File: config.mk
export PLATFORM = sky130hd
export DESIGN_NAME = gjls_ctrl
export DESIGN_NICKNAME = d
export VERILOG_FILES = /design/src/rtl/core/gjls_pkg.sv /design/src/rtl/core/gjls_ctrl.sv
export SDC_FILE = /design/constraint.sdc
export NUM_CORES = 1
export LEC_CHECK = 0
export ABC_AREA = 1
export BUFFER_PORTS_ARGS = -buffer_cell sky130_fd_sc_hd__buf_2
export CORE_MARGIN = 1.5
export CORE_UTILIZATION = 61
export DETAILED_ROUTE_END_ITERATION = 8
export MAX_ROUTING_LAYER = met4
export PLACE_DENSITY = 0.94
export SYNTH_ARGS = -nofsm -noshare
export SYNTH_HDL_FRONTEND = slang
export SYNTH_SLANG_ARGS = --single-unit
export TNS_END_PERCENT = 30
File: constraint.sdc
create_clock -name clk -period 3.2 [get_ports clk]
set_clock_uncertainty 0.1 [all_clocks]
set_input_delay 0 -clock clk [delete_from_list [all_inputs] [get_ports clk]]
set_output_delay 0 -clock clk [all_outputs]
set_load 0.02 [all_outputs]
File: src/rtl/core/gjls_pkg.sv
`timescale 1ns / 1ps

package gjls_pkg;

    // Default matrix size, ground row included.
    localparam int DEFAULT_MAX_NODES = 16;

    // Row and column fields wide enough for the largest supported matrix.
    localparam int ROW_W = 6;
    localparam int COL_W = 7;

    // Configuration port.
    localparam int ADDR_W = 3;
    localparam logic REG_IDX_NODES = 1'b0;
    localparam logic REG_IDX_TOL   = 1'b1;
    localparam logic [4:0]  NODES_RESET = 5'd16;
    localparam logic [30:0] TOL_RESET   = 31'd1;

    // Request opcodes.
    localparam logic OP_WRITE = 1'b0;
    localparam logic OP_SOLVE = 1'b1;

    typedef struct packed {
        logic               op;
        logic [3:0]         row_index;
        logic [4:0]         column_index;
        logic signed [31:0] entry_value;
    } in_item_t;

    typedef struct packed {
        logic [3:0]         node_number;
        logic signed [31:0] node_value;
        logic               singular;
        logic               last;
    } out_item_t;

    // Source of the data written into the matrix store.
    typedef enum logic [2:0] {
        WR_ENTRY,
        WR_QUOT,
        WR_TMP,
        WR_RDATA,
        WR_DIFF
    } wr_sel_t;

    typedef struct packed {
        logic             rd_en;
        logic [ROW_W-1:0] rd_row;
        logic [COL_W-1:0] rd_col;
        logic             wr_en;
        logic [ROW_W-1:0] wr_row;
        logic [COL_W-1:0] wr_col;
        wr_sel_t          wr_sel;
        logic             best_clr;
        logic             best_cap;
        logic             tmp_cap;
        logic             div_start;
        logic             prod_cap;
        logic             mq_cap;
        logic             out_load;
        logic             out_singular;
        logic             out_last;
        logic [3:0]       out_node;
    } cmd_t;

    typedef struct packed {
        logic better;
        logic below_tol;
        logic div_done;
        logic entry_ok;
    } status_t;

    // Magnitude of a Q16.16 word; the most negative value maps to 2^31.
    function automatic logic [31:0] q_mag(input logic [31:0] v);
        return v[31] ? (~v + 32'd1) : v;
    endfunction

    // Product scaled back by 2^16, rounding toward zero, then saturated.
    function automatic logic signed [31:0] q_scale(input logic signed [63:0] p);
        logic signed [63:0] t;
        t = p[63] ? ((p + 64'sd65535) >>> 16) : (p >>> 16);
        if (t > 64'sd2147483647)
            return 32'sh7FFFFFFF;
        else if (t < -64'sd2147483648)
            return 32'sh80000000;
        else
            return t[31:0];
    endfunction

    // Saturating subtract.
    function automatic logic signed [31:0] q_sub(input logic signed [31:0] a,
                                                 input logic signed [31:0] b);
        logic signed [32:0] d;
        d = 33'(a) - 33'(b);
        if (d > 33'sd2147483647)
            return 32'sh7FFFFFFF;
        else if (d < -33'sd2147483648)
            return 32'sh80000000;
        else
            return d[31:0];
    endfunction

endpackage

File: src/rtl/core/gjls_ctrl.sv
`timescale 1ns / 1ps

module gjls_ctrl #(
    parameter int MAX_NODES = gjls_pkg::DEFAULT_MAX_NODES
) (
    input  logic              clk,
    input  logic              rst_n,
    input  logic              in_valid,
    input  logic              in_op,
    output logic              in_stall,
    output logic              out_valid,
    input  logic              out_stall,
    input  logic [4:0]        nodes_in_use,
    input  gjls_pkg::status_t status,
    output gjls_pkg::cmd_t    cmd
);
    import gjls_pkg::*;

    localparam int RW = $clog2(MAX_NODES);
    localparam int CW = $clog2(MAX_NODES + 1);
    localparam logic [CW-1:0] ONE_C = CW'(1);
    localparam logic [RW-1:0] ONE_R = RW'(1);

    typedef enum logic [4:0] {
        S_IDLE,
        S_SRCH_INIT,
        S_SRCH_RD,
        S_SRCH_CAP,
        S_SWAP_CHK,
        S_SW_RD_A,
        S_SW_RD_B,
        S_SW_WR_A,
        S_SW_WR_B,
        S_PIV_CHK,
        S_DIV_RD,
        S_DIV_START,
        S_DIV_WAIT,
        S_DIV_WR,
        S_ROW_CHK,
        S_ROW_RD_A,
        S_ROW_RD_B,
        S_ROW_SUB,
        S_ROW_WR,
        S_COL_NEXT,
        S_OUT_RD,
        S_OUT_LOAD
    } state_t;

    state_t        state_reg, state_next;
    logic [CW-1:0] n_reg, n_next;
    logic [RW-1:0] i_reg, i_next;
    logic [RW-1:0] at_reg, at_next;
    logic [CW-1:0] l_reg, l_next;
    logic [CW-1:0] j_reg, j_next;
    logic          sing_reg, sing_next;
    logic          in_stall_reg, in_stall_next;
    logic          out_valid_reg, out_valid_next;

    logic          accept;
    logic          out_free;
    logic          i_is_last;
    logic [CW-1:0] n_clamp;

    assign accept    = in_valid && !in_stall_reg;
    assign out_free  = !out_valid_reg || !out_stall;
    assign i_is_last = CW'(i_reg) == (n_reg - ONE_C);
    assign n_clamp   = (nodes_in_use < 5'd2) ? CW'(2)
                     : (32'(nodes_in_use) > MAX_NODES) ? CW'(MAX_NODES)
                     : CW'(nodes_in_use);

    // Sequencer for entry writes, search, swap, normalize/eliminate and result readout.
    always_comb
    begin
        state_next = state_reg;
        n_next     = n_reg;
        i_next     = i_reg;
        at_next    = at_reg;
        l_next     = l_reg;
        j_next     = j_reg;
        sing_next  = sing_reg;
        cmd        = '0;
        cmd.wr_sel = WR_ENTRY;

        unique case (state_reg)
            S_IDLE:
            begin
                if (accept)
                begin
                    if (in_op == OP_WRITE)
                    begin
                        cmd.wr_en = status.entry_ok;
                    end
                    else
                    begin
                        n_next     = n_clamp;
                        i_next     = ONE_R;
                        sing_next  = 1'b0;
                        state_next = S_SRCH_INIT;
                    end
                end
            end
            S_SRCH_INIT:
            begin
                cmd.best_clr = 1'b1;
                at_next      = i_reg;
                l_next       = CW'(i_reg);
                state_next   = S_SRCH_RD;
            end
            S_SRCH_RD:
            begin
                cmd.rd_en  = 1'b1;
                cmd.rd_row = ROW_W'(l_reg);
                cmd.rd_col = COL_W'(i_reg);
                state_next = S_SRCH_CAP;
            end
            S_SRCH_CAP:
            begin
                cmd.best_cap = 1'b1;
                if (status.better)
                    at_next = RW'(l_reg);
                if (l_reg == n_reg - ONE_C)
                    state_next = S_SWAP_CHK;
                else
                begin
                    l_next     = l_reg + ONE_C;
                    state_next = S_SRCH_RD;
                end
            end
            S_SWAP_CHK:
            begin
                if (at_reg != i_reg)
                begin
                    l_next     = ONE_C;
                    state_next = S_SW_RD_A;
                end
                else
                    state_next = S_PIV_CHK;
            end
            S_SW_RD_A:
            begin
                cmd.rd_en  = 1'b1;
                cmd.rd_row = ROW_W'(i_reg);
                cmd.rd_col = COL_W'(l_reg);
                state_next = S_SW_RD_B;
            end
            S_SW_RD_B:
            begin
                cmd.tmp_cap = 1'b1;
                cmd.rd_en   = 1'b1;
                cmd.rd_row  = ROW_W'(at_reg);
                cmd.rd_col  = COL_W'(l_reg);
                state_next  = S_SW_WR_A;
            end
            S_SW_WR_A:
            begin
                cmd.wr_en  = 1'b1;
                cmd.wr_sel = WR_RDATA;
                cmd.wr_row = ROW_W'(i_reg);
                cmd.wr_col = COL_W'(l_reg);
                state_next = S_SW_WR_B;
            end
            S_SW_WR_B:
            begin
                cmd.wr_en  = 1'b1;
                cmd.wr_sel = WR_TMP;
                cmd.wr_row = ROW_W'(at_reg);
                cmd.wr_col = COL_W'(l_reg);
                if (l_reg == n_reg)
                    state_next = S_PIV_CHK;
                else
                begin
                    l_next     = l_reg + ONE_C;
                    state_next = S_SW_RD_A;
                end
            end
            S_PIV_CHK:
            begin
                if (status.below_tol)
                begin
                    sing_next  = 1'b1;
                    i_next     = ONE_R;
                    state_next = S_OUT_RD;
                end
                else
                begin
                    j_next     = n_reg;
                    state_next = S_DIV_RD;
                end
            end
            S_DIV_RD:
            begin
                cmd.rd_en  = 1'b1;
                cmd.rd_row = ROW_W'(i_reg);
                cmd.rd_col = COL_W'(j_reg);
                state_next = S_DIV_START;
            end
            S_DIV_START:
            begin
                cmd.div_start = 1'b1;
                state_next    = S_DIV_WAIT;
            end
            S_DIV_WAIT:
            begin
                if (status.div_done)
                    state_next = S_DIV_WR;
            end
            S_DIV_WR:
            begin
                cmd.wr_en  = 1'b1;
                cmd.wr_sel = WR_QUOT;
                cmd.wr_row = ROW_W'(i_reg);
                cmd.wr_col = COL_W'(j_reg);
                l_next     = ONE_C;
                state_next = S_ROW_CHK;
            end
            S_ROW_CHK:
            begin
                if (l_reg == n_reg)
                    state_next = S_COL_NEXT;
                else if (l_reg == CW'(i_reg))
                    l_next = l_reg + ONE_C;
                else
                    state_next = S_ROW_RD_A;
            end
            S_ROW_RD_A:
            begin
                cmd.rd_en  = 1'b1;
                cmd.rd_row = ROW_W'(l_reg);
                cmd.rd_col = COL_W'(i_reg);
                state_next = S_ROW_RD_B;
            end
            S_ROW_RD_B:
            begin
                cmd.prod_cap = 1'b1;
                cmd.rd_en    = 1'b1;
                cmd.rd_row   = ROW_W'(l_reg);
                cmd.rd_col   = COL_W'(j_reg);
                state_next   = S_ROW_SUB;
            end
            S_ROW_SUB:
            begin
                cmd.tmp_cap = 1'b1;
                cmd.mq_cap  = 1'b1;
                state_next  = S_ROW_WR;
            end
            S_ROW_WR:
            begin
                cmd.wr_en  = 1'b1;
                cmd.wr_sel = WR_DIFF;
                cmd.wr_row = ROW_W'(l_reg);
                cmd.wr_col = COL_W'(j_reg);
                l_next     = l_reg + ONE_C;
                state_next = S_ROW_CHK;
            end
            S_COL_NEXT:
            begin
                if (j_reg == ONE_C)
                begin
                    if (i_is_last)
                    begin
                        i_next     = ONE_R;
                        state_next = S_OUT_RD;
                    end
                    else
                    begin
                        i_next     = i_reg + ONE_R;
                        state_next = S_SRCH_INIT;
                    end
                end
                else
                begin
                    j_next     = j_reg - ONE_C;
                    state_next = S_DIV_RD;
                end
            end
            S_OUT_RD:
            begin
                cmd.rd_en  = 1'b1;
                cmd.rd_row = ROW_W'(i_reg);
                cmd.rd_col = COL_W'(n_reg);
                state_next = S_OUT_LOAD;
            end
            S_OUT_LOAD:
            begin
                if (out_free)
                begin
                    cmd.out_load     = 1'b1;
                    cmd.out_singular = sing_reg;
                    cmd.out_last     = i_is_last;
                    cmd.out_node     = 4'(i_reg);
                    if (i_is_last)
                        state_next = S_IDLE;
                    else
                    begin
                        i_next     = i_reg + ONE_R;
                        state_next = S_OUT_RD;
                    end
                end
            end
            default:
            begin
                state_next = S_IDLE;
            end
        endcase
    end

    // Registered handshake outputs.
    always_comb
    begin
        in_stall_next = state_next != S_IDLE;
        if (cmd.out_load)
            out_valid_next = 1'b1;
        else if (out_valid_reg && !out_stall)
            out_valid_next = 1'b0;
        else
            out_valid_next = out_valid_reg;
    end

    always_ff @(posedge clk or negedge rst_n)
    begin
        if (!rst_n)
        begin
            state_reg     <= S_IDLE;
            n_reg         <= '0;
            i_reg         <= '0;
            at_reg        <= '0;
            l_reg         <= '0;
            j_reg         <= '0;
            sing_reg      <= 1'b0;
            in_stall_reg  <= 1'b0;
            out_valid_reg <= 1'b0;
        end
        else
        begin
            state_reg     <= state_next;
            n_reg         <= n_next;
            i_reg         <= i_next;
            at_reg        <= at_next;
            l_reg         <= l_next;
            j_reg         <= j_next;
            sing_reg      <= sing_next;
            in_stall_reg  <= in_stall_next;
            out_valid_reg <= out_valid_next;
        end
    end

    assign in_stall  = in_stall_reg;
    assign out_valid = out_valid_reg;

endmodule

Yosys cells after proc, flatten, opt, wreduce, memory -nomap -nowiden:

Index checks and enable logic that the tools add are counted.

* flip-flop bits (word level): 31
* input port bits: 14
* output and inout bits: 46
* word-level logic and storage cells: 134

* add/subtract/negate cells: 4
* order comparisons: 2
* eq/ne operators: 41
* mux-type cells: 54
* reductions and logical operators: 24

Operators by type and width (count)
* case mux 5 bit (21 select lines): 1
* two-way mux 5 bit: 19
* case mux 14 bit (6 select lines): 1
* case mux 15 bit (4 select lines): 1
* equality test 5 x 4 -> 1 bit, second input constant: 8
* two-way mux 4 bit: 10
* case mux 5 bit (7 select lines): 1
* equality test 5 bit, second input constant: 6
* inequality test 2 bit, second input constant: 14
* equality test 5 x 3 -> 1 bit, second input constant: 4
* case mux 4 bit (4 select lines): 1
* two-way mux 7 bit: 2
* two-way mux 1 bit: 13
* equality test 5 x 1 -> 1 bit, second input constant: 2
* equality test 5 x 2 -> 1 bit, second input constant: 2
* equality test 5 bit: 2
* case mux 5 bit (2 select lines): 1
* subtractor 5 x 1 -> 5 bit, second input constant: 2
* case mux 4 bit (2 select lines): 1
* nonzero test 2 bit: 4
* AND reduction 7 bit: 1
* nonzero test 7 bit: 1
* AND reduction 3 bit: 2
* AND reduction 6 bit: 1
* 19 further kinds: 25

Longest topological paths before layout:

Gate-level depths: netlist of run 1.

* depth after elaboration: 6
* depth in mapped cells: 14
* depth with buffers taken out: 14

Worst setup path after synthesis of run 1:

No wires, ideal clock.

* path kind: reg2out
* start: reg state_reg[3]
* end: out cmd[37] (netlist bit)
* arrival time: 1.754 ns
* required time: 3.100 ns
* setup slack: 1.346 ns
* cell stages (with the launch flop): 6
* path buffers: 0
* cell sequence: dfrtp_1 nor2_4 nand2_2 nor2_1 nor2_1 o221ai_1

RTL lines
* from (decl): line gjls_ctrl.sv:49 `state_t state_reg, state_next;`
* from (signal assigned): line gjls_ctrl.sv:335 `state_reg <= state_next;`
* to (decl): line gjls_ctrl.sv:15 `output gjls_pkg::cmd_t cmd`

Worst setup path in the final report of run 1:

* start: reg state_reg[0]
* end: reg n_reg[1]

* longest elaborated chain between the ends: 2

RTL lines
* logical NOT 5 bit: line gjls_ctrl.sv:84 `unique case (state_reg)`
* AND reduction 3 bit (no source line)
* to (signal assigned): line gjls_ctrl.sv:336 `n_reg <= n_next;`
* to (decl): line gjls_ctrl.sv:50 `logic [CW-1:0] n_reg, n_next;`

Every way passes these cells.
A chain may end at the register's enable or synchronous reset.

==> impl_metrics.csv, run 1 <==
group,metric,value,unit
timing,slew_violations,0,
logic_synthesis,synth.distinct_cells,35,
logic_synthesis,synth_top_area_share,25.83,%
floorplan,row_count,25,
job,cap_violations,0,
clock_tree,htreeDepth,2,
clock_tree,postCtsSetupBuffers,0,
pwr,p_sw_share,57.95,%
cells_and_area,diodes,0,
timing,max_freq,335.4,MHz
drt,viasPerCell,5.961,
timing,setup_tns,0,ps
worst_setup_path,worstSetupPathType,"flop to flop",
worst_setup_path,path_buf_inv,3,
pwr,clock_power_share,10.0,%
timing,min_period_over_period,93.18,%
worst_setup_path,path_max_fanout,9,
cells_and_area,syn_to_final_growth,15.67,%
pwr,power_density,899.4,nW/µm²
logic_synthesis,ys_seq_elements,31,
cells_and_area,post-route-util,73.54,%
logic_synthesis,netlist_top_cells_count,"nand2_1, nor2_1, inv_1",
placed_design,port_buffers,53,
timing,maxSlewHeadroom,51.70,%
global_route,grt_max_degree,32,
pwr,p_leak,1.935,nW
pwr,power_frac_comb,63.9,%
timing,hold_violations,0,
logic_synthesis,seq_area_frac_synth,25.83,%
logic_synthesis,synth-edff-count,0,
worst_setup_path,slowest_stage,"dlygate4sd3_1",
global_route,grt_overflow,0,
floorplan,start_util,63.58,%
floorplan,ios,60,
worst_setup_path,crit_path_start_kind,"flop",
logic_synthesis,yosysMostFrequentCell,"nand2_1",
drt,postRouteWirelength,10.23,mm
worst_setup_path,critPathMaxStageDelay,570,ps
drt,drc,0,
pwr,pwr-share-seq,26.1,%
clock_tree,clk_latency,290,ps
worst_setup_path,crit_arrival,3120,ps
drt,dr.first_iter.drc_count,546,
logic_synthesis,synth_area_leaders,"dfrtp_1, nand2_1, nor2_1, nand3_1, inv_1",
logic_synthesis,synthesis.instances,506,
timing,setup_viol,0,
pwr,power_switching,1.810,mW
clock_tree,ctsHoldBuffers,12,
drt,wl_per_cell,16.11,µm
clock_tree,numClockSinks,31,
global_route,antenna_found_initial,0,
worst_setup_path,crit_path_end_kind,"flop",
cells_and_area,finalNetCount,586,
floorplan,dieArea,5352,µm²
timing,rsz0062_at_grt,"false",
floorplan,die_y,73.16,µm
clock_tree,clk_pin_slew_worst_paths,70,ps
logic_synthesis,yosysWarningCount,0,
logic_synthesis,yosys_most_used_dff,"dfrtp_1",
worst_setup_path,worstPathCellList,"nor2_2, nand2_1, nor2_1, nand2_1, clkinv_1, nand3_1, dlygate4sd3_1, o211ai_1, dlygate4sd3_1",
global_route,grt_pass1_vias,3397,
clock_tree,post_cts_resized,0,
clock_tree,root_buffer,"clkbuf_8",
cells_and_area,drive_gt1_share,14.61,%
timing,timing.final.crit_period,2982,ps
worst_setup_path,critPathRequiredTime,3330,ps
clock_tree,clk_path_buf_depth,2,
logic_synthesis,async_flop_share,100.0,%
drt,dr_total_vias,3785,
placed_design,dp_hpwl,7.488,mm
clock_tree,cts_tree,"done",
pwr,ir_worst_vdd,0.5280,mV
global_route,grt_usage,40.42,%
pwr,internal_power,1.313,mW
worst_setup_path,path_delay_family,"buffers and inverters",
logic_synthesis,synth_top_area_cell,"dfrtp_1",
clock_tree,numCtsBuffers,5,
logic_synthesis,netlist_area,3003,µm²
logic_synthesis,postSynthAreaPerCell,5.935,µm²
global_route,grt_pass1_wl,15.87,mm
drt,drt.antenna.violating_nets,0,
hold_path,hp-class,"primary input to flop",
run_status,status,"completed",
timing,worstMarginPinSlew,724.5,ps
placed_design,place_congestion,1.047,
placed_design,dpl.cell_count,615,
floorplan,core,4723,µm²
floorplan,die_x,73.16,µm
cells_and_area,nFillCells,412,
drt,drt_first_pass_iters,7,
cells_and_area,final_cell_count_no_fill,635,
-- cells by family (layout without fill, tap and decap cells) --
| group | count (synthesis) | count (layout) | synth area share (%) |
|---|---|---|---|
| simple gates | 308 | 308 | 43.54 |
| buf+inv | 81 | 138 | 11.54 |
| compound gates | 74 | 74 | 15.13 |
| flops | 31 | 31 | 25.83 |
| xor+xnor | 6 | 6 | 1.750 |
| fa+ha+maj | 5 | 5 | 2.083 |
| other cells | 1 | 6 | 0.1249 |
-- routing by layer --
layer	GRT usage, %	vias to the layer above	share of wire [%]	wire length (µm)
li1	-	1745	-	-
met1	52.08	1654	39	3947
met3	7.320	67	13	1357
met2	61.01	319	43	4405
met4	19.71	0	5.1	519
met5	-	-	0	0
-- through the flow --
step	power, mW	setup WS [ps]	cell area (µm²)	hold slack [ps]
6_report	3.124	218.1	3473	44.68
2_1_floorplan	2.176	1346	3022	-395.6
3_3_place_gp	2.664	984.7	3268	-17.64
3_5_place_dp	2.691	1017	3268	-16.81
4_1_cts	3.035	286.1	3473	4.449
5_1_grt	3.343	64.76	3473	52.37
-- power by group through the flow --
stage,clock [mW],sequential (mW),combinational (mW)
detailed placement,0,0.804,1.89
CTS,0.311,0.797,1.93
floorplan,0,0.665,1.51
finish,0.312,0.815,2.00
global placement,0,0.801,1.86
global route,0.334,0.830,2.18
-- worst min-delay path, cell delays in order --
cell     delay (ps)
buf_2           100
inv_1            90
nand2_1         110
o21a_1          120
-- cells in the final DEF (no fill, tap or decap), types with 2 or more instances in the layout --
master	instances
nand2_1	161
nor2_1	81
inv_1	56
buf_2	53
nand3_1	44
dfrtp_1	31
o21ai_0	27
dlygate4sd3_1	12
o221ai_1	10
o21ai_1	10
o22ai_1	8
inv_2	7
nor2_4	6
a21oi_1	6
o211ai_1	6
conb_1	6
xor2_1	5
ha_1	5
clkbuf_8	5
nor2_2	4
nand4_1	4
o2111ai_1	3
nand2_2	2
clkinv_1	2
a22oi_1	2
nand3_2	2
-- final timing paths --
path                            startpoint       end  slack (ps)  depth (start not counted)
setup / recovery              state_reg[0]  n_reg[1]         220                          9
hold / removal             nodes_in_use[4]  n_reg[4]          40                          4
setup reg to reg              state_reg[0]  n_reg[1]         220                          9
hold reg to reg                   sing_reg  sing_reg         450                          2
max in group asynchronous            rst_n  l_reg[1]        2330                          2
min in group asynchronous            rst_n  j_reg[3]         190                          2
-- area by class of cell --
cell class / instances / area, µm² / share of cell area, %
clock buffers: 6 / 72.57 / 2.089
clock inverters: 2 / 12.51 / 0.3602
inverters: 65 / 244.0 / 7.024
multi-input cells: 399 / 1899 / 54.68
flip-flops and latches: 31 / 775.7 / 22.33
well taps: 67 / 83.83 / 2.414
repair buffers: 65 / 385.4 / 11.10
Power figures use the tool's default switching activity.
==> run 2: changes to the inputs <==
==> constraint.sdc (replaced) <==
create_clock -name clk -period 3.7 [get_ports clk]
set_clock_uncertainty 0.1 [all_clocks]
set_input_delay 0 -clock clk [delete_from_list [all_inputs] [get_ports clk]]
set_output_delay 0 -clock clk [all_outputs]
set_load 0.02 [all_outputs]
==> run 2 against run 1 <==
Compared with the run above:
- non-clock buffer count unchanged
- register-to-register slack better by 480 ps
- sequential share of layout area down 0.11 points
- sequential power down 14%
- critical path type unchanged
- critical endpoint unchanged
- largest cell class unchanged
- highest routed layer unchanged
==> impl_metrics.csv, run 2 (synthesis gave the netlist of run 1 again) <==
group,metric,value,unit
run_status,status,"completed",
global_route,grt_pass1_wl,16.07,mm
timing,hold_violations,0,
pwr,internal_power,1.202,mW
timing,setup_tns,0,ps
pwr,power_density,785.6,nW/µm²
cells_and_area,final_cell_count_no_fill,634,
timing,worstMarginPinSlew,742.9,ps
placed_design,dpl_cell_area,3268,µm²
clock_tree,root_buffer,"clkbuf_8",
cells_and_area,nFillCells,418,
global_route,grt_overflow,0,
floorplan,die_y,73.16,µm
drt,drt.antenna.violating_nets,0,
cells_and_area,regArea,775.7,µm²
drt,dr.first_iter.drc_count,618,
clock_tree,clk_latency,290,ps
pwr,power_frac_comb,62.4,%
clock_tree,clk_path_buf_depth,2,
worst_setup_path,crit_arrival,3140,ps
global_route,antenna_found_initial,0,
worst_setup_path,path_buf_inv,3,
drt,drt_first_pass_iters,7,
cells_and_area,layout_commonest_cell,"nand2_1",
pwr,power_switching,1.541,mW
placed_design,port_buffers,53,
cells_and_area,finalNetCount,586,
worst_setup_path,path_max_fanout,9,
clock_tree,numClockSinks,31,
hold_path,hp-class,"primary input to flop",
floorplan,row_count,25,
drt,drc,0,
floorplan,core,4723,µm²
cells_and_area,diodes,0,
timing,slew_violations,0,
cells_and_area,multi_input_area,1899,µm²
timing,min_period_over_period,81.23,%
worst_setup_path,critPathRequiredTime,3830,ps
clock_tree,htreeDepth,2,
clock_tree,numCtsBuffers,5,
clock_tree,postCtsSetupBuffers,0,
job,cap_violations,0,
clock_tree,ctsHoldBuffers,12,
clock_tree,post_cts_resized,0,
worst_setup_path,crit_path_start_kind,"flop",
cells_and_area,drive_gt1_share,14.46,%
worst_setup_path,slowest_stage,"dlygate4sd3_1",
cells_and_area,final_area,3491,µm²
timing,max_freq,332.7,MHz
floorplan,dieArea,5352,µm²
pwr,ir_worst_vdd,0.4672,mV
placed_design,dp_hpwl,7.549,mm
pwr,pwr-share-seq,25.6,%
cells_and_area,mostFrequentLayoutCells,"nand2_1, nor2_1, inv_1",
global_route,grt_max_degree,32,
floorplan,start_util,63.58,%
floorplan,die_x,73.16,µm
clock_tree,clk_pin_slew_worst_paths,70,ps
drt,postRouteWirelength,10.19,mm
drt,viasPerCell,5.916,
worst_setup_path,worstPathCellList,"nor2_2, nand2_1, nor2_1, nand2_1, clkinv_1, nand3_1, dlygate4sd3_1, o211ai_1, dlygate4sd3_1",
pwr,clock_power_share,12.0,%
drt,dr_total_vias,3751,
placed_design,dpl.cell_count,615,
clock_tree,cts_tree,"done",
global_route,grt_pass1_vias,3424,
timing,timing.final.crit_period,3005,ps
worst_setup_path,crit_path_end_kind,"flop",
drt,wl_per_cell,16.07,µm
timing,setup_viol,0,
pwr,p_leak,1.945,nW
pwr,p_sw_share,56.18,%
timing,maxSlewHeadroom,50.48,%
placed_design,place_congestion,1.047,
timing,rsz0062_at_grt,"false",
timing,holdWs,65.12,ps
worst_setup_path,worstSetupPathType,"flop to flop",
cells_and_area,syn_to_final_growth,16.25,%
global_route,grt_usage,40.97,%
worst_setup_path,critPathMaxStageDelay,580,ps
floorplan,ios,60,
worst_setup_path,path_delay_family,"buffers and inverters",
[run 2: cell count changes in the layout (fill, tap and decap cells not counted)]
cell / before / now
bufinv_16: 0 / 1
clkinv_2: 1 / 0
clkinvlp_4: 1 / 0
[run 2: cell type report]
type,count,share of cell area (%)
Multi-Input combinational cell,399,54.41
Sequential cell,31,22.22
Timing Repair Buffer,65,11.04
Inverter,65,6.989
Tap cell,67,2.401
Clock buffer,6,2.079
Clock inverter,1,0.8602
[run 2: worst register-to-register path, delay by kind of cell (launching register included)]
kind,cells,cell delay [ps]
flip-flops,1,480
buffers and inverters,3,1380
AND/OR/NAND/NOR,5,910
AO/OA/AOI/OAI,1,80
[run 2: layer usage]
layer	wire length, µm	track usage (%)	vias to the layer above
li1	-	-	1743
met1	4014	53.94	1645
met2	4434	61.01	314
met3	1346	8.011	49
met4	393	18.03	0
met5	0	-	-
[run 2: through the flow]
stage,worst slack (ps),power [mW],utilization (%)
2_1_floorplan,1846,1.882,-
3_3_place_gp,1485,2.304,69.19
3_5_place_dp,1488,2.329,69.19
4_1_cts,744.0,2.682,73.91
5_1_grt,540.8,2.940,73.91
6_report,694.5,2.742,73.91
[run 2: final timing paths]
check                                      from   endpoint  slack, ps  depth (start not counted)
worst max-delay path               state_reg[0]   n_reg[1]        690                          9
worst min-delay path            nodes_in_use[4]   n_reg[4]         70                          4
worst max register to register     state_reg[0]   n_reg[1]        690                          9
worst min register to register         sing_reg   sing_reg        450                          2
max in group asynchronous                 rst_n  at_reg[1]       2810                          2
min in group asynchronous                 rst_n   j_reg[3]        210                          2
[run 2: power groups by stage]
stage	combinational [mW]	sequential [mW]	clock, mW
floorplan	1.31	0.575	0
global placement	1.61	0.693	0
detailed placement	1.63	0.697	0
CTS	1.66	0.690	0.330
global route	1.88	0.717	0.343
finish	1.71	0.703	0.328
